$ cat src/design/assert_macros.svh
// Assertion macros used by the top-level design file.
// Expects signals named clk and rst in the module that uses them.
`ifndef ASSERT_MACROS_SVH
`define ASSERT_MACROS_SVH

// same-cycle implication
`define RTH_ASSERT_IMPL(lbl, ante, cons, msg) \
  lbl: assert property (@(posedge clk) disable iff (rst) (ante) |-> (cons)) \
    else $error(msg);

// next-cycle implication
`define RTH_ASSERT_NEXT(lbl, ante, cons, msg) \
  lbl: assert property (@(posedge clk) disable iff (rst) (ante) |=> (cons)) \
    else $error(msg);

`endif

$ cat src/design/rth_pkg.sv
// Types and fixed constants for the RGB to HSV converter.
// No dependencies.
package rth_pkg;

  localparam int FIELD_BITS  = 8;
  localparam int HUE_BITS    = 15;
  localparam int HUE_DEGREES = 360;
  // 60 = 64 - 4
  localparam int HUE_MUL_SHIFT = 6;
  localparam int HUE_SUB_SHIFT = 2;

  typedef struct packed {
    logic [FIELD_BITS-1:0] red;
    logic [FIELD_BITS-1:0] green;
    logic [FIELD_BITS-1:0] blue;
  } rgb_t;

  typedef struct packed {
    logic [HUE_BITS-1:0]   hue;
    logic [FIELD_BITS-1:0] saturation;
    logic [FIELD_BITS-1:0] brightness;
    logic                  hue_undefined;
  } hsv_t;

  typedef enum logic [1:0] {
    SEC_RED,
    SEC_GREEN,
    SEC_BLUE
  } sector_t;

endpackage

$ cat src/design/rth_front.sv
// Front end: max/min and sector, delta and hue numerator, divider operands.
// Three register stages; depends on rth_pkg.
module rth_front #(
  parameter int CHANNEL_BITS      = 8,
  parameter int HUE_FRACTION_BITS = 6,
  parameter int HUE_Q_BITS        = 15
) (
  input  logic                               clk,
  input  logic                               en,
  input  logic [CHANNEL_BITS-1:0]            red,
  input  logic [CHANNEL_BITS-1:0]            green,
  input  logic [CHANNEL_BITS-1:0]            blue,
  output logic [CHANNEL_BITS+HUE_Q_BITS-1:0] hue_num,
  output logic [2*CHANNEL_BITS-1:0]          sat_num,
  output logic [CHANNEL_BITS-1:0]            delta,
  output logic [CHANNEL_BITS-1:0]            maximum,
  output logic                               undefined
);
  import rth_pkg::*;

  localparam int NUM_BITS = CHANNEL_BITS + 3;
  localparam int HNW      = CHANNEL_BITS + HUE_Q_BITS;
  localparam int SNW      = 2 * CHANNEL_BITS;

  // stage 1
  logic [CHANNEL_BITS-1:0] r1, g1, b1, mx1, mn1;
  sector_t                 sec1;
  sector_t                 sec;
  logic [CHANNEL_BITS-1:0] mx, mn;

  always_comb begin
    if (red >= green && red >= blue) begin
      sec = SEC_RED;
    end else if (green >= blue) begin
      sec = SEC_GREEN;
    end else begin
      sec = SEC_BLUE;
    end
    case (sec)
      SEC_RED:   mx = red;
      SEC_GREEN: mx = green;
      default:   mx = blue;
    endcase
    mn = red;
    if (green < mn) begin
      mn = green;
    end
    if (blue < mn) begin
      mn = blue;
    end
  end

  always_ff @(posedge clk) begin
    if (en) begin
      r1   <= red;
      g1   <= green;
      b1   <= blue;
      mx1  <= mx;
      mn1  <= mn;
      sec1 <= sec;
    end
  end

  // stage 2: numerator in units of delta, sector offset folded in
  logic [CHANNEL_BITS-1:0] mx2, delta2, d;
  logic [NUM_BITS-1:0]     num2, num, dw, rw, gw, bw;
  logic                    undef2;

  always_comb begin
    d  = mx1 - mn1;
    dw = NUM_BITS'(d);
    rw = NUM_BITS'(r1);
    gw = NUM_BITS'(g1);
    bw = NUM_BITS'(b1);
    case (sec1)
      SEC_RED: begin
        if (g1 >= b1) begin
          num = gw - bw;
        end else begin
          num = (dw << 2) + (dw << 1) + gw - bw;
        end
      end
      SEC_GREEN: num = (dw << 1) + bw - rw;
      SEC_BLUE:  num = (dw << 2) + rw - gw;
      default:   num = '0;
    endcase
  end

  always_ff @(posedge clk) begin
    if (en) begin
      mx2    <= mx1;
      delta2 <= d;
      num2   <= num;
      undef2 <= (d == '0);
    end
  end

  // stage 3: divider numerators
  always_ff @(posedge clk) begin
    if (en) begin
      hue_num   <= (HNW'(num2) << (HUE_MUL_SHIFT + HUE_FRACTION_BITS))
                 - (HNW'(num2) << (HUE_SUB_SHIFT + HUE_FRACTION_BITS));
      sat_num   <= (SNW'(delta2) << CHANNEL_BITS) - SNW'(delta2);
      delta     <= delta2;
      maximum   <= mx2;
      undefined <= undef2;
    end
  end

endmodule

$ cat config.mk
export PLATFORM = sky130hd
export DESIGN_NAME = rth_front
export DESIGN_NICKNAME = d
export VERILOG_FILES = /design/src/design/assert_macros.svh /design/src/design/rth_pkg.sv /design/src/design/rth_front.sv
export SDC_FILE = /design/constraint.sdc
export NUM_CORES = 1
export LEC_CHECK = 0
export BUFFER_PORTS_ARGS = -buffer_cell sky130_fd_sc_hd__buf_2
export CAP_MARGIN = 30
export CORE_MARGIN = 3
export CORE_UTILIZATION = 55
export CTS_CLUSTER_SIZE = 40
export DETAILED_ROUTE_END_ITERATION = 16
export PLACE_DENSITY = 0.77
export SYNTH_ARGS = -nofsm -noshare
export SYNTH_HDL_FRONTEND = slang
export SYNTH_SLANG_ARGS = --single-unit
$ cat constraint.sdc
create_clock -name clk -period 3.9 [get_ports clk]
set_input_delay 0.78 -clock clk [delete_from_list [all_inputs] [get_ports clk]]
set_output_delay 0.78 -clock clk [all_outputs]
set_load 0.01 [all_outputs]
==> impl_metrics.csv <==
group,metric,value,unit
worst_setup_path,required,4.04,ns
worst_setup_path,cpMaxStageDelayCell,"fa_1",
power_and_ir_drop,p_sw_frac,0.395,
synth,ys_warn_count,0,
synth,synth_edf_count,117,
hold_path,hold_depth,0,
power_and_ir_drop,pwr-share-seq,0.222,
power_and_ir_drop,clkPwrFrac,0.181,
place,placed_cell_area,0.00919,mm2
die,die-area,0.0163,mm2
timing,rsz0062_at_grt,"yes",
outcome,status,"finished, violations left",
timing,max_freq,243,MHz
place,dp_hpwl,14600,um
timing,layout_setup_ws,-0.213,ns
hold_path,min_path_type,"reg -> reg",
cts,htree_levels,4,
die,start_util,0.574,
synth,ys_top_cells_by_area,"edfxtp_1 (43%), ha_1 (14%), fa_1 (7.9%)",
cts,clk_latency,0.42,ns
power_and_ir_drop,intPower,5.37,mW
routing,drcViolationCount,0,
power_and_ir_drop,power,8.87,mW
place,gp_congestion,0.938,
layout,seqCellArea,0.00351,mm2
global_routing,top_usage_layer,"met2",
worst_setup_path,path_buf_inv,6,
timing,worstMarginPinSlew,0.704,ns
synth,synth.most_common_cell,"inv_1",
die,pin_count,82,
power_and_ir_drop,ir_drop,0.515,mV
die,die_x,128,um
layout,finish.instance_area,0.00999,mm2
synth,synth_top_cell_by_area,"edfxtp_1",
worst_setup_path,r2r_cells,20,
synth,async_flop_share,0,
outcome,violations,"negative setup slack",
worst_setup_path,end_kind,"flop",
global_routing,gr-usage-met2,0.425,
power_and_ir_drop,powerDensity,888,mW/mm2
routing,wire_per_inst,17.7,um
global_routing,antenna_found_initial,0,
global_routing,grtUsageMet1,0.267,
cts,clockBufferDepth,2,
global_routing,grt-ovfl-total,0,
synth,synth_cell_type_count,59,
layout,drive_gt1_frac,0.254,
layout,multi_input_area,0.00431,mm2
synth,synth_ff_type,"edfxtp_1",
synth,seq_area_frac_synth,0.432,
synth,avgSynthCellArea,11.5,um2
worst_setup_path,path_cells,"inv_2 -> ha_4 -> inv_2 -> fa_2 -> nand2_1 -> nand2_1 -> a21oi_2 -> xnor2_2 -> buf_4 -> buf_4 -> inv_1 -> fa_1 -> inv_1 -> ha_1 -> o21ai_0 -> o21bai_1 -> a21o_1 -> a21oi_1 -> xnor2_1 -> o221ai_1",
die,core,0.0141,mm2
worst_setup_path,cp_num_cells,20,
global_routing,grt_pass1_vias,6190,
synth,synthTopCellsByCount,"inv_1 (119), edfxtp_1 (117), ha_1 (90), nor2_1 (36), mux2i_1 (34)",
timing,worst_slew_margin_rel,0.531,
place,port-buffer-count,73,
routing,ant_nets,0,
routing,num_vias,5823,
timing,setup_viol,4,
routing,wl,18700,um
layout,n_fill_cell,982,
cts,cts_root_buffer,"clkbuf_16",
routing,via_per_inst,5.52,
global_routing,grt_pass1_wl,29900,um
synth,synth_top_area_share,0.432,
power_and_ir_drop,leakage,4.48,nW
cts,cts_tree,"built",
layout,syn2layout_area_growth,23.0,%
layout,nNetsFinal,1009,
routing,drt_iter0_markers,258,
timing,slew_violations,0,
timing,hold_viol_final,0,
synth,ys_seq_elements,117,
synth,synthCells,708,
die,fp.dieH,128,um
worst_setup_path,critPathKind,"reg -> reg",
worst_setup_path,path_delay_family,"adder cells",
timing,min_period,4.11,ns
synth,synth_area,0.00813,mm2
timing,finalClockSkew,0.0109,ns
worst_setup_path,start_kind,"flop",
routing,first_pass_iters,5,
layout,final_cells,1054,
cts,cts_made_buffers,17,
layout,antennaDiodeCount,0,
die,rows,43,
cts,path_clk_slew,0.06,ns
global_routing,grt_max_degree,65,
cts,cts_sinks,117,
worst_setup_path,critPathMaxFanout,3,
global_routing,track_usage,0.237,
flow_run,cap_violations,0,
power_and_ir_drop,switchingPower,3.50,mW
worst_setup_path,cp.arrival,4.26,ns
worst_setup_path,crit_path_max_incr_delay,0.49,ns
global_routing,grt_use_met3,0.0497,
timing,min_period_over_period,1.05,
place,place_inst,1017,
power_and_ir_drop,power_frac_comb,0.598,
-- layout make-up --
cell class | count | share of cell area
clock inverters | 14 | 0.0177
inverters | 120 | 0.0451
repair buffers | 140 | 0.0892
clock buffers | 18 | 0.0430
multi-input cells | 465 | 0.431
flip-flops and latches | 117 | 0.352
well taps | 180 | 0.0225
-- per-layer routing --
layer	wire length (um)	share of wire
met1	7280	0.39
met2	9860	0.53
met3	918	0.049
met4	631	0.034
met5	0	0
-- power by group through the flow --
stage                     Sequential [mW]  Clock, mW  Combinational (mW)
after floorplan                      2.02          0                3.22
after global placement               1.98          0                4.52
after detailed placement             1.99          0                4.71
after CTS                            1.97       1.63                4.98
after global routing                 2.00       1.69                5.83
final                                1.97       1.60                5.30
-- kinds of logic (layout without fill, tap and decap cells) --
logic type	after synthesis	count (layout)	synth area share
other cells	1	8	0.000461
xor+xnor	49	49	0.0537
mux	36	36	0.0446
fa+ha+maj	122	122	0.217
compound gates	127	127	0.107
flops	117	117	0.432
simple gates	123	123	0.0778
buf+inv	133	292	0.0662
-- timing repair --
action | 4_1_cts | 5_1_grt
cloned | 0 | 0
pin swaps | 26 | 20
setup buffers | 4 | 1
resized for setup | 20 | 19
hold buffers | 0 | 0
endpoints found under the setup margin | 4 | 6
-- metrics by stage --
step | hold slack, ns | setup WS, ns | setup TNS, ns | util
6_report | 0.418 | -0.213 | -0.480 | 0.706
5_1_grt | 0.430 | -0.357 | -1.15 | 0.706
3_5_place_dp | 0.405 | -0.262 | -1.05 | 0.649
3_3_place_gp | 0.402 | -0.131 | -0.348 | 0.649
4_1_cts | 0.419 | -0.164 | -0.579 | 0.699
2_1_floorplan | 0.400 | 0.00590 | 0 | -
-- registers in the layout, summed over array words and instances, names as in the netlist --
| register | cells |
|---|---|
| hue_num | 15 |
| sat_num | 16 |
| r1 | 8 |
| maximum | 8 |
| sec1 | 2 |
| mx1 | 8 |
| b1 | 8 |
| g1 | 8 |
| undef2 | 1 |
| delta | 7 |
| undefined | 1 |
| mn1 | 8 |
| num2 | 11 |
| delta2 | 8 |
| mx2 | 8 |
-- final timing paths --
path | from | to | slack [ns]
setup / recovery | mx1[0] | num2[9] | -0.21
hold / removal | mx2[0] | maximum[0] | 0.42
setup reg to reg | mx1[0] | num2[9] | -0.21
hold reg to reg | mx2[0] | maximum[0] | 0.42
-- layout by cell type, fill, tap and decap left out, types with 25 or more instances in the layout --
cell,instances
a21oi_1,25
buf_2,72
buf_4,65
edfxtp_1,117
fa_1,30
ha_1,84
inv_1,113
mux2i_1,34
nor2_1,35
xnor2_1,28
(Power assumes the default switching activity.)
