$ cat src/design/assert_macros.svh
// Assertion macros used by the top-level design file.
// Expects signals named clk and rst in the module that uses them.
`ifndef ASSERT_MACROS_SVH
`define ASSERT_MACROS_SVH

// same-cycle implication
`define RTH_ASSERT_IMPL(lbl, ante, cons, msg) \
  lbl: assert property (@(posedge clk) disable iff (rst) (ante) |-> (cons)) \
    else $error(msg);

// next-cycle implication
`define RTH_ASSERT_NEXT(lbl, ante, cons, msg) \
  lbl: assert property (@(posedge clk) disable iff (rst) (ante) |=> (cons)) \
    else $error(msg);

`endif

$ cat src/design/rth_div.sv
// Pipelined restoring divider, one quotient bit per stage.
// Quotient must fit QUO_BITS; stages past QUO_BITS only carry the word.
module rth_div #(
  parameter int DEN_BITS = 8,
  parameter int QUO_BITS = 8,
  parameter int STAGES   = 8
) (
  input  logic                         clk,
  input  logic                         en,
  input  logic [DEN_BITS+QUO_BITS-1:0] num,
  input  logic [DEN_BITS-1:0]          den,
  output logic [QUO_BITS-1:0]          quo
);
  localparam int WORK_BITS = DEN_BITS + QUO_BITS;

  // {partial remainder, numerator bits left / quotient bits so far}
  logic [WORK_BITS-1:0] work [STAGES];
  logic [DEN_BITS-1:0]  dvs  [STAGES];

  for (genvar k = 0; k < STAGES; k++) begin : g_stage
    logic [WORK_BITS-1:0] w_in, w_next;
    logic [DEN_BITS-1:0]  d_in;

    if (k == 0) begin : g_first
      assign w_in = num;
      assign d_in = den;
    end else begin : g_rest
      assign w_in = work[k-1];
      assign d_in = dvs[k-1];
    end

    if (k < QUO_BITS) begin : g_step
      logic [DEN_BITS:0]   trial;
      logic [DEN_BITS-1:0] rem;
      logic                qbit;
      always_comb begin
        trial = w_in[WORK_BITS-1 -: DEN_BITS+1];
        qbit  = (trial >= {1'b0, d_in});
        rem   = qbit ? DEN_BITS'(trial - {1'b0, d_in}) : DEN_BITS'(trial);
        w_next = {rem, w_in[QUO_BITS-1:0] << 1} | WORK_BITS'(qbit);
      end
    end else begin : g_hold
      assign w_next = w_in;
    end

    always_ff @(posedge clk) begin
      if (en) begin
        work[k] <= w_next;
        dvs[k]  <= d_in;
      end
    end
  end

  assign quo = work[STAGES-1][QUO_BITS-1:0];

endmodule

$ cat config.mk
export PLATFORM = sky130hd
export DESIGN_NAME = rth_div
export DESIGN_NICKNAME = d
export VERILOG_FILES = /design/src/design/assert_macros.svh /design/src/design/rth_div.sv
export SDC_FILE = /design/constraint.sdc
export NUM_CORES = 1
export LEC_CHECK = 0
export BUFFER_PORTS_ARGS = -buffer_cell sky130_fd_sc_hd__buf_2
export CAP_MARGIN = 20
export CELL_PAD_IN_SITES_DETAIL_PLACEMENT = 0
export CELL_PAD_IN_SITES_GLOBAL_PLACEMENT = 1
export CORE_AREA = 2 2 175 177
export DETAILED_ROUTE_END_ITERATION = 8
export DIE_AREA = 0 0 177 179
export GPL_ROUTABILITY_DRIVEN = 0
export PLACE_DENSITY = 0.5
export SETUP_SLACK_MARGIN = 0.5
export SYNTH_ARGS = -nofsm -noshare
export SYNTH_HDL_FRONTEND = slang
export SYNTH_SLANG_ARGS = --single-unit
$ cat constraint.sdc
create_clock -name clk -period 6.5 [get_ports clk]
set_input_delay 0.325 -clock clk [delete_from_list [all_inputs] [get_ports clk]]
set_output_delay 0.325 -clock clk [all_outputs]
set_load 0.02 [all_outputs]
==> results of run 1 <==
[area by class of cell]
class / count / area, µm²
clock buffers: 17 / 425
clock inverters: 15 / 176
fillers: 2974 / 19900
inverters: 99 / 372
multi-input cells: 396 / 3170
flip-flops and latches: 176 / 5290
well taps: 396 / 495
repair buffers: 37 / 201
[Yosys cell counts (2+ instances only)]
cell type,n
a21boi_4,2
nand2_1,34
inv_1,99
nor3_1,12
nor2b_1,17
xor2_1,6
nor2_1,24
a31oi_1,2
o21a_1,21
a211oi_1,2
nor3b_1,2
a21o_1,9
o21bai_1,4
buf_2,2
a21boi_0,3
nor4_1,3
mux2_4,5
a221oi_1,5
o31ai_1,6
fa_1,7
mux2_2,17
a32oi_1,2
xnor2_1,16
nand2b_1,7
o31a_1,5
a21oi_2,3
edfxtp_1,176
a21oi_1,27
ha_1,64
mux2i_1,14
nand3_1,12
o221ai_1,2
nand4_1,4
and3_1,3
o21ai_0,28
o21ai_1,2
o211ai_1,7
[sequential cells by signal, indices dropped and copies added, names as in the netlist]
register  flops
dvs          56
work        120
[metal layers]
layer	GRT usage	wire [µm]	vias up
met5	0	0	-
li1	-	-	2591
met1	0.134	7350	2461
met2	0.192	8130	85
met4	0.0427	323	0
met3	0.0261	480	18
[cells in the final DEF, fill, tap and decap left out, types with 17 or more instances in the layout]
master     count
edfxtp_1     176
inv_1         99
ha_1          64
nand2_1       34
buf_2         32
o21ai_0       28
a21oi_1       27
nor2_1        24
o21a_1        21
nor2b_1       17
mux2_2        17
clkbuf_16     17
[report_power, final]
| group | total (µW) | internal [µW] | switching [µW] | leakage [µW] |
|---|---|---|---|---|
| combinational | 1200 | 566 | 638 | 0.00200 |
| clock | 1030 | 549 | 484 | 0.000293 |
| sequential | 1620 | 1530 | 88.0 | 0.00171 |
| total | 3860 | 2650 | 1210 | 0.00401 |
[worst max path at each step]
stage / start / endpoint / slack (ns)
2_1_floorplan: work[0][61]$_DFFE_PP_ / work[1][10]$_DFFE_PP_ / 4.33
3_3_place_gp: den[4] / work[0][13]$_DFFE_PP_ / 3.96
3_5_place_dp: den[6] / work[0][8]$_DFFE_PP_ / 3.90
4_1_cts: dvs[0][11]$_DFFE_PP_ / work[0][46]$_DFFE_PP_ / 4.05
5_1_grt: work[0][26]$_DFFE_PP_ / work[0][46]$_DFFE_PP_ / 3.91
6_report: dvs[1][6]$_DFFE_PP_ / work[1][30]$_DFFE_PP_ / 4.07
[cell families after synthesis]
family | count (synthesis)
DFF | 176
AOI/OAI and AO/OA | 141
and+or+nand+nor | 126
buffers and inverters | 103
adders and majority gates | 71
muxes | 36
xor gates and xnor gates | 22
[through the flow]
stage,cells,hold WS (ns),total power (µW)
floorplan,675,0.400,2560
global placement,1102,0.401,2850
detailed placement,1103,0.405,2860
CTS,1135,0.0362,3920
global route,1136,0.0386,4130
finish,1136,0.0667,3860
==> results by group, run 1 <==
Setup path
  – End of the worst register-to-register path: work[1][30]$_DFFE_PP_
  – R2R depth: 7
  – Critical path class: register to register
  – Worst EP required: 6.68 ns
  – Worst setup SP type: register
  – RR Startpoint: dvs[1][6]$_DFFE_PP_
  – Slowest cell on crit path: edfxtp_1
  – Crit-path cells: inv_1, ha_1, a21oi_1, o21ai_0, a21boi_0, a21boi_4, mux2_2
  – Critical Path Stages: 7
  – R2R Setup Slk: 4.07 ns
  – Max FO, Critical Path: 8
  – CP bufs+invs: 1
  – Crit. End Element: register
  – Slowest Stage Delay on Critical Path: 0.39 ns
  – Crit-path leading delay family: compound AO/OA/AOI/OAI gates
  – Worst endpoint data arrival time: 2.61 ns

Logic synthesis
  – Mux cell area share after synthesis: 0.0459
  – Post-synth top area share: 0.597
  – Post-Synth Simple-Gate Area: 0.0718
  – Adder-cell share of the synthesized area: 0.106
  – Compound-cell area share of the yosys netlist: 0.112
  – Register area share after synthesis: 0.597
  – Ys async rst share: 0
  – Xor/xnor share of the synthesized area: 0.0218
  – Top FF cell, synth: edfxtp_1
  – Yosys cell types: 58
  – Area leader, netlist: edfxtp_1
  – Synthesized Nets: 772
  – Yosys reg bits: 176
  – Main combinational cell family by area after synthesis: compound AO/OA/AOI/OAI gates
  – Synth Warn #: 0
  – Netlist Area Pre-Place: 0.00885 mm²
  – Synth area leaders: edfxtp_1 60%, ha_1 9.0%, inv_1 4.2%, mux2_2 2.2%, o21a_1 1.8%
  – Post-Syn Instances: 675
  – Syn Area/Cell: 13.1 µm²
  – Post-synth EDFFs: 176

STA
  – Fin. Hold Viols: 0
  – Slew headroom: 0.448
  – Final period util: 0.374
  – Worst-Margin Slew: 0.828 ns
  – Final worst slack: 4.07 ns
  – Clock Skew: 0.0110 ns
  – Fin. max-slew vios: 0
  – Minimum clock period after layout: 2.43 ns
  – Setup TNS Final: 0 ns
  – Setup violators final: 0
  – RSZ-0062 raised after global routing: no
  – Fmax: 0.412 GHz

Place
  – Placed Instance Area: 0.00951 mm²
  – Post-Place Setup Slack: 3.90 ns
  – DP HPWL: 11,900 µm
  – # port buffers: 33

Global routing
  – Largest net degree at the start of global routing: 66
  – Global-route wire length before repair: 27,300 µm
  – GR Overflow Total: 0
  – Initial antenna violation count: 0
  – Vias in the first global route: 5,367
  – Tot GR Track Use: 0.111

CTS
  – Max Root-Sink Buffers: 2
  – Post-CTS sizing: 0
  – Post-CTS setup buffer count: 0
  – CTS H-tree lvls: 4
  – Clk slew on worst S/H paths: 0.08 ns
  – CTS Buf Count: 17
  – Clock sinks: 176
  – Cts hold-fix bufs: 0
  – Later-pin clock latency in the skew report: 0.43 ns
  – Root Driver: clkbuf_16
  – CTS tree: yes

Drt
  – Post-DRT Antenna Nets: 0
  – DRC: 0
  – Drt pass-1 iters: 4
  – Detailed router's first-iteration violation count: 301
  – Drt wl/cell: 14.3 µm
  – Vias after detailed routing: 5,155
  – Average vias per placed instance: 4.54
  – Drt total wl: 16,300 µm

Finish
  – Proportion of layout cells with a drive suffix above 1: 0.138
  – Fin util: 0.337
  – Final instance area: 0.0101 mm²
  – Total Nets Final: 824
  – # diodes: 0
  – Area grow syn2layout: 14.4%

Floorplan
  – Die Y: 179 µm
  – Core area: 0.0300 mm²
  – Die width: 177 µm
  – Rows: 64
  – Die area: 0.0317 mm²
  – Num ports: 34
  – Starting Density: 0.295

Hold path
  – WHS Endpoint: work[0][5]$_DFFE_PP_
  – Hold Path Class: input pin to register
  – Hold Path Stages: 1
  – HP Start: num[4]

Run
  – Max-Cap Viols: 0

Pwr
  – Maximum VDD drop: 0.000171 V
  – Leakage: 0.00401 µW
  – Power Density: 381 mW/mm²

Status
  – Outcome: finished, final reports clean
No activity file was read; power rests on OpenSTA's default activity.
==> run 2, diff against run 1 <==
ABC_AREA = 1   (was default)
CORE_AREA = 2 2 180 182   (was 2 2 175 177)
DIE_AREA = 0 0 182 184   (was 0 0 177 179)
PLACE_DENSITY = 0.52   (was 0.5)
clock period = 2.5 ns   (was 6.5 ns; I/O delays follow)
==> run 2 against run 1 <==
Compared with the run above:
- worst setup slack lost 3.4 ns
- die area grew 5.7%
- hold slack lost 0.045 ns
- final cell count grew 29%
- register-to-register slack lost 3.4 ns
- largest cell class unchanged
==> results by group, run 2 <==
Status
  – Outcome: finished, final reports clean

Logic synthesis
  – Syn Area/Cell: 9.77 µm² (-25%)
  – Synth Warn #: 0 (unchanged)
  – Post-Syn Instances: 962 (+43%)
  – Top cells by instance count after synthesis: 301 x nand2_1, 176 x edfxtp_1, 174 x inv_1
  – Yosys cell types: 28 (-52%)
  – Netlist Area Pre-Place: 0.00940 mm² (+6.2%)
  – Most numerous cell in the Yosys netlist: nand2_1
  – Ys async rst share: 0 (unchanged)
  – Post-synth EDFFs: 176 (unchanged)
  – Post-synth top area share: 0.562 (-0.0348)
  – Synth area leaders: edfxtp_1 56%, nand2_1 12%, ha_1 8.5%, inv_1 7.0%, nand3_1 5.5%
  – Register area share after synthesis: 0.562 (-0.0348)
  – Yosys reg bits: 176 (unchanged)
  – Synthesized Nets: 1,059 (+37%)
  – Area leader, netlist: edfxtp_1
  – Top FF cell, synth: edfxtp_1

Setup path
  – Crit. End Element: register
  – Slowest Stage Delay on Critical Path: 0.43 ns (+0.04 ns)
  – CP most frequent cell: nand2_1
  – Max FO, Critical Path: 5 (-3)
  – Worst setup SP type: register
  – Critical path class: register to register
  – Worst EP required: 2.69 ns (-3.99 ns)
  – Worst endpoint data arrival time: 2.07 ns (-0.54 ns)
  – Crit-path cells: ha_1, nand2_1, nor3_2, nand2_2, nand3_1, nand2_1
  – Slowest cell on crit path: edfxtp_1

STA
  – Minimum clock period after layout: 1.88 ns (-0.551 ns)
  – Worst-Margin Slew: 0.492 ns (-0.336 ns)
  – Fmax: 0.532 GHz (+29%)
  – RSZ-0062 raised after global routing: no
  – Slew headroom: 0.672 (+0.224)
  – Fin. Hold Viols: 0 (unchanged)
  – Clock Skew: 0.00816 ns (-0.00284 ns)
  – Final worst slack: 0.622 ns (-3.45 ns)
  – Setup violators final: 0 (unchanged)
  – Setup TNS Final: 0 ns (unchanged)
  – Final period util: 0.751 (+0.378)
  – Fin. max-slew vios: 0 (unchanged)

Floorplan
  – Die Y: 184 µm (+2.8%)
  – Die area: 0.0335 mm² (+5.7%)
  – Rows: 65 (+1.6%)
  – Starting Density: 0.299 (+0.00461)
  – Core area: 0.0314 mm² (+4.5%)
  – Die width: 182 µm (+2.8%)
  – Num ports: 34 (unchanged)

Drt
  – Detailed router's first-iteration violation count: 325 (+8.0%)
  – Vias after detailed routing: 6,236 (+21%)
  – Drt pass-1 iters: 5 (+1)
  – Post-DRT Antenna Nets: 0 (unchanged)
  – Drt total wl: 19,700 µm (+21%)
  – DRC: 0 (unchanged)
  – Drt wl/cell: 13.5 µm (-5.9%)
  – Average vias per placed instance: 4.27 (-6.0%)

Hold path
  – Hold Path Class: input pin to register

Global routing
  – GR Overflow Total: 0 (unchanged)
  – Vias in the first global route: 6,259 (+17%)
  – Global-route wire length before repair: 32,400 µm (+19%)
  – Tot GR Track Use: 0.124 (+0.0130)
  – Largest net degree at the start of global routing: 58 (-12%)
  – Initial antenna violation count: 0 (unchanged)

Place
  – Post-Place Setup Slack: 0.398 ns (-3.50 ns)
  – DP HPWL: 14,900 µm (+25%)
  – # port buffers: 33 (unchanged)

Finish
  – Register Area: 0.00529 mm² (unchanged)
  – Most common cell after layout, fill and taps aside: nand2_1
  – Fillers: 3,199 (+7.6%)
  – Proportion of layout cells with a drive suffix above 1: 0.116 (-0.0218)
  – Top Registers: work: 120 flops, dvs: 56 flops
  – Commonest non-fill, non-tap cells in the layout: 297 x nand2_1, 176 x edfxtp_1, 174 x inv_1
  – Multi-input gate area: 0.00358 mm² (+13%)
  – Total Nets Final: 1,145 (+39%)
  – Max FFs per register: 120 (unchanged)
  – # diodes: 0 (unchanged)
  – Area grow syn2layout: 18.5%
  – Reg with most FFs: work

Pwr
  – Power Density: 960 mW/mm² (+150%)
  – Leakage: 0.00519 µW (+29%)
  – Maximum VDD drop: 0.000491 V (+190%)

CTS
  – CTS Buf Count: 17 (unchanged)
  – CTS H-tree lvls: 4 (unchanged)
  – CTS tree: yes
  – Clock sinks: 176 (unchanged)
  – Max Root-Sink Buffers: 2 (unchanged)
  – Root Driver: clkbuf_16
  – Later-pin clock latency in the skew report: 0.43 ns (about the same)
  – Clk slew on worst S/H paths: 0.07 ns (about the same)

Run
  – Max-Cap Viols: 0 (unchanged)
==> run 2: timing repair <==
action | in CTS | in global routing
gates cloned | 0 | 1
hold buffers | 19 | 0
pin swaps | 0 | 2
setup buffers | 0 | 11
setup endpoints to repair | 18 | 57
endpoints found under the hold margin | 19 | 0
gates resized for setup | 4 | 25
==> run 2: layout make-up <==
cell class | count | share of cell area
inverter | 174 | 0.0587
clock buffer | 18 | 0.0386
sequential | 176 | 0.475
tap | 402 | 0.0452
clock inverter | 13 | 0.0146
timing repair buffer | 68 | 0.0469
multi-input combinational | 611 | 0.321
==> run 2: worst paths after layout <==
kind / startpoint / slack (ns) / endpoint / cells after the start
min: num[7] / 0.02 / work[0][8]$_DFFE_PP_ / 3
max reg2reg: work[1][12]$_DFFE_PP_ / 0.62 / work[1][26]$_DFFE_PP_ / 6
max: work[1][12]$_DFFE_PP_ / 0.62 / work[1][26]$_DFFE_PP_ / 6
min reg2reg: work[0][16]$_DFFE_PP_ / 0.42 / work[0][33]$_DFFE_PP_ / 0
==> run 2: metrics by stage <==
stage          power (µW)  instance area [µm²]  std cells   util  hold slack (ns)
5_1_grt             11600                11100       1462  0.355           0.0222
6_report            10700                11100       1462  0.355           0.0221
4_1_cts             10600                10900       1450  0.348         0.000241
3_3_place_gp         7850                10100       1400  0.323            0.303
2_1_floorplan        6870                 9400        962      -            0.224
3_5_place_dp         7820                10100       1400  0.323            0.306
==> run 2: power breakdown <==
part / leakage (µW) / total (µW) / switching, µW / internal [µW]
logic: 0.00318 / 3670 / 2270 / 1400
registers: 0.00172 / 4290 / 304 / 3990
clock network: 0.000285 / 2720 / 1150 / 1570
total: 0.00519 / 10700 / 3720 / 6960
==> run 2: critical path, delay by kind of cell (launching register included) <==
family,cells,cell delay (ns)
simple gates,5,0.81
flops,1,0.43
fa+ha+maj,1,0.40
==> run 2: routing by layer <==
| metal | GRT usage | up-vias | routed length (µm) |
|---|---|---|---|
| met5 | 0 | - | 0 |
| met4 | 0.0419 | 0 | 289 |
| met3 | 0.0238 | 13 | 417 |
| met2 | 0.199 | 74 | 8910 |
| met1 | 0.169 | 2829 | 10100 |
| li1 | - | 3320 | - |
==> run 2: cell families after synthesis <==
group,synth area share
compound gates,0.0210
xor+xnor,0.0196
fa+ha+maj,0.100
buf+inv,0.0719
flops,0.562
simple gates,0.225
==> run 3, diff against run 2 <==
PLACE_DENSITY = 0.54   (was 0.52)
clock period = 1.59 ns   (was 2.5 ns; I/O delays follow)
==> run 3 against run 2 <==
Compared with the run above:
- the run now ends with negative setup slack left
- first-iteration DRC count down 8.9%
- final cell count up 17%
- non-clock buffer count grew 242
- global-route usage increased by 2.0 points
- worst setup slack worse by 0.80 ns
- die area did not move
- clock-buffer cell count grew 1
- routed wire length is 19% higher
- power up 100%
- flip-flop and latch count is the same
- core utilization up 12 points
- critical path depth up 4
- critical endpoint is now work[1][40]$_DFFE_PP_
- largest cell class is now multi-input gates
==> results by group, run 3 (synthesized netlist as in run 2, its figures left out) <==
Status
  – Outcome: finished, violations left
  – Violated checks: negative setup slack

CTS
  – Clk slew on worst S/H paths: 0.07 ns (about the same)
  – CTS H-tree lvls: 4 (unchanged)
  – CTS Buf Count: 17 (unchanged)
  – CTS tree: yes
  – Root Driver: clkbuf_16
  – Max Root-Sink Buffers: 2 (unchanged)
  – Clock sinks: 176 (unchanged)
  – Later-pin clock latency in the skew report: 0.43 ns (about the same)

Setup path
  – CP Launch Point: dvs[1][12]$_DFFE_PP_
  – Max FO, Critical Path: 4 (-1)
  – End of the worst register-to-register path: work[1][40]$_DFFE_PP_
  – Worst endpoint data arrival time: 1.95 ns (-0.12 ns)
  – R2R Setup Slk: -0.18 ns (-0.80 ns)
  – Setup crit end: work[1][40]$_DFFE_PP_
  – R2R depth: 10 (+4)
  – RR Startpoint: dvs[1][12]$_DFFE_PP_
  – Critical path class: register to register
  – Crit. End Element: register
  – Worst EP required: 1.77 ns (-0.92 ns)
  – Worst setup SP type: register

STA
  – Final worst slack: -0.177 ns (-0.798 ns)
  – Setup TNS Final: -6.92 ns (-6.92 ns)
  – Setup violators final: 52 (+52)
  – Fin. max-slew vios: 0 (unchanged)
  – Worst-Margin Slew: 0.310 ns (-0.182 ns)
  – Fin Hold WS: 0.0586 ns (+0.0365 ns)
  – Fin. Hold Viols: 0 (unchanged)
  – Clock Skew: 0.0101 ns (+0.00191 ns)
  – Slew headroom: 0.793 (+0.121)
  – Final period util: 1.11 (+0.360)
  – Minimum clock period after layout: 1.77 ns (-0.112 ns)
  – Fmax: 0.566 GHz (+6.3%)
  – RSZ-0062 raised after global routing: yes

Drt
  – Drt total wl: 23,600 µm (+19%)
  – Post-DRT Antenna Nets: 0 (unchanged)
  – Detailed router's first-iteration violation count: 296 (-8.9%)
  – Vias after detailed routing: 7,431 (+19%)
  – Drt pass-1 iters: 5 (unchanged)
  – DRC: 0 (unchanged)
  – Drt wl/cell: 13.8 µm (+1.9%)
  – Average vias per placed instance: 4.34 (+1.7%)

Finish
  – Commonest non-fill, non-tap cells in the layout: 233 x buf_4, 176 x edfxtp_1, 174 x nand2_1
  – Total Nets Final: 1,396 (+22%)
  – Most common cell after layout, fill and taps aside: buf_4
  – Final std cells w/o fill: 1,713 (+17%)
  – Fin util: 0.474 (+0.119)
  – Reg with most FFs: work
  – Fillers: 2,934 (-8.3%)
  – Area grow syn2layout: 58.3%
  – # diodes: 0 (unchanged)
  – Register Area: 0.00529 mm² (unchanged)
  – Multi-input gate area: 0.00538 mm² (+50%)
  – Top Registers: work: 120 flops, dvs: 56 flops
  – Proportion of layout cells with a drive suffix above 1: 0.518 (+0.402)
  – Max FFs per register: 120 (unchanged)

Global routing
  – Tot GR Track Use: 0.144 (+0.0197)
  – Initial antenna violation count: 0 (unchanged)
  – Vias in the first global route: 7,567 (+21%)
  – GR Overflow Total: 0 (unchanged)
  – Global-route wire length before repair: 37,400 µm (+15%)
  – Largest net degree at the start of global routing: 40 (-31%)

Hold path
  – Hold Path Class: input pin to register

Floorplan
  – Die Y: 184 µm (unchanged)
  – Die area: 0.0335 mm² (unchanged)
  – Die width: 182 µm (unchanged)
  – Starting Density: 0.299 (unchanged)
  – Core area: 0.0314 mm² (unchanged)
  – Num ports: 34 (unchanged)
  – Rows: 65 (unchanged)

Pwr
  – Sw frac: 0.361 (+0.0125)
  – Leakage: 0.00657 µW (+27%)
  – Internal power: 13,900 µW (+99%)
  – Sw power: 7840 µW (+110%)
  – Power Density: 1460 mW/mm² (+52%)
  – Maximum VDD drop: 0.000803 V (+64%)
  – Clock group share of total power: 0.181 (-0.074)
  – Seq pwr share: 0.317 (-0.085)
  – Comb power frac: 0.501 (+0.158)

Place
  – Post-Place Setup Slack: -0.320 ns (-0.718 ns)
  – DP HPWL: 17,000 µm (+15%)
  – Inst Count DP: 1,585 (+13%)
  – # port buffers: 33 (unchanged)

Run
  – Max-Cap Viols: 0 (unchanged)
[run 3: cell count changes in the layout (fill, tap and decap cells not counted), moves of 15 or more]
| cell | previous run | this run |
|---|---|---|
| buf_4 | 13 | 233 |
| nand2_1 | 297 | 174 |
| nand2_2 | 10 | 113 |
| ha_4 | 2 | 58 |
| ha_1 | 59 | 5 |
| inv_1 | 174 | 127 |
| inv_2 | 0 | 44 |
| nand3_1 | 103 | 62 |
| nand3_2 | 0 | 37 |
| nand2_4 | 11 | 29 |
| buf_6 | 0 | 15 |
| nor2_1 | 32 | 17 |
[run 3: worst min path at each step]
stage                                 endpoint  startpoint  cells after the start  slack (ns)
after floorplan            dvs[0][0]$_DFFE_PP_      den[0]                      0        0.18
after global placement    work[0][1]$_DFFE_PP_      num[0]                      1        0.26
after detailed placement  work[0][6]$_DFFE_PP_      num[5]                      1        0.26
after CTS                 work[0][8]$_DFFE_PP_      num[7]                      4        0.04
after global routing      work[0][8]$_DFFE_PP_      num[7]                      4        0.05
final                     work[0][8]$_DFFE_PP_      num[7]                      4        0.06
[run 3: cell type report]
cell class / count / share of cell area
well taps: 402 / 0.0338
clock inverters: 12 / 0.00749
inverters: 174 / 0.0451
flip-flops and latches: 176 / 0.355
repair buffers: 310 / 0.167
multi-input cells: 620 / 0.362
clock buffers: 19 / 0.0291
[run 3: power groups by stage]
stage                     clock network, µW  logic, µW  registers [µW]
after floorplan                           0       4750            6800
after global placement                    0       7830            6950
after detailed placement                  0       7870            6940
after CTS                              4080       9460            6890
after global routing                   4250      12100            6980
final                                  3940      10900            6900
[run 3: repair_timing]
action	4_1_cts	5_1_grt
buffers inserted	39	29
pin swaps	75	88
cloned	7	3
hold endpoints to repair	19	0
setup endpoints to repair	63	62
resized for setup	156	168
hold buffers	19	0
[run 3: routing by layer]
| layer | global-route usage | share of wire | vias up | routed length (µm) |
|---|---|---|---|---|
| met3 | 0.0222 | 0.018 | 31 | 415 |
| li1 | - | - | 3842 | - |
| met4 | 0.0610 | 0.026 | 0 | 612 |
| met2 | 0.275 | 0.55 | 75 | 13000 |
| met1 | 0.158 | 0.40 | 3483 | 9540 |
| met5 | 0 | 0 | - | 0 |
[run 3: per-stage QoR]
step           instance area, µm²  total power (µW)
3_3_place_gp                12200             14800
2_1_floorplan               10000             11600
4_1_cts                     14000             20400
5_1_grt                     14900             23300
6_report                    14900             21700
3_5_place_dp                12200             14800
[run 3: worst max-delay path, cell delays in order (launching register included)]
cell and delay (ns):
edfxtp_1 0.45, inv_2 0.10, ha_4 0.21, nand2_4 0.07, nor2_2 0.03, nand2_2 0.07, nand2_2 0.06, a21oi_4 0.22
nand2_2 0.15, nand2_1 0.09, nand2_1 0.05
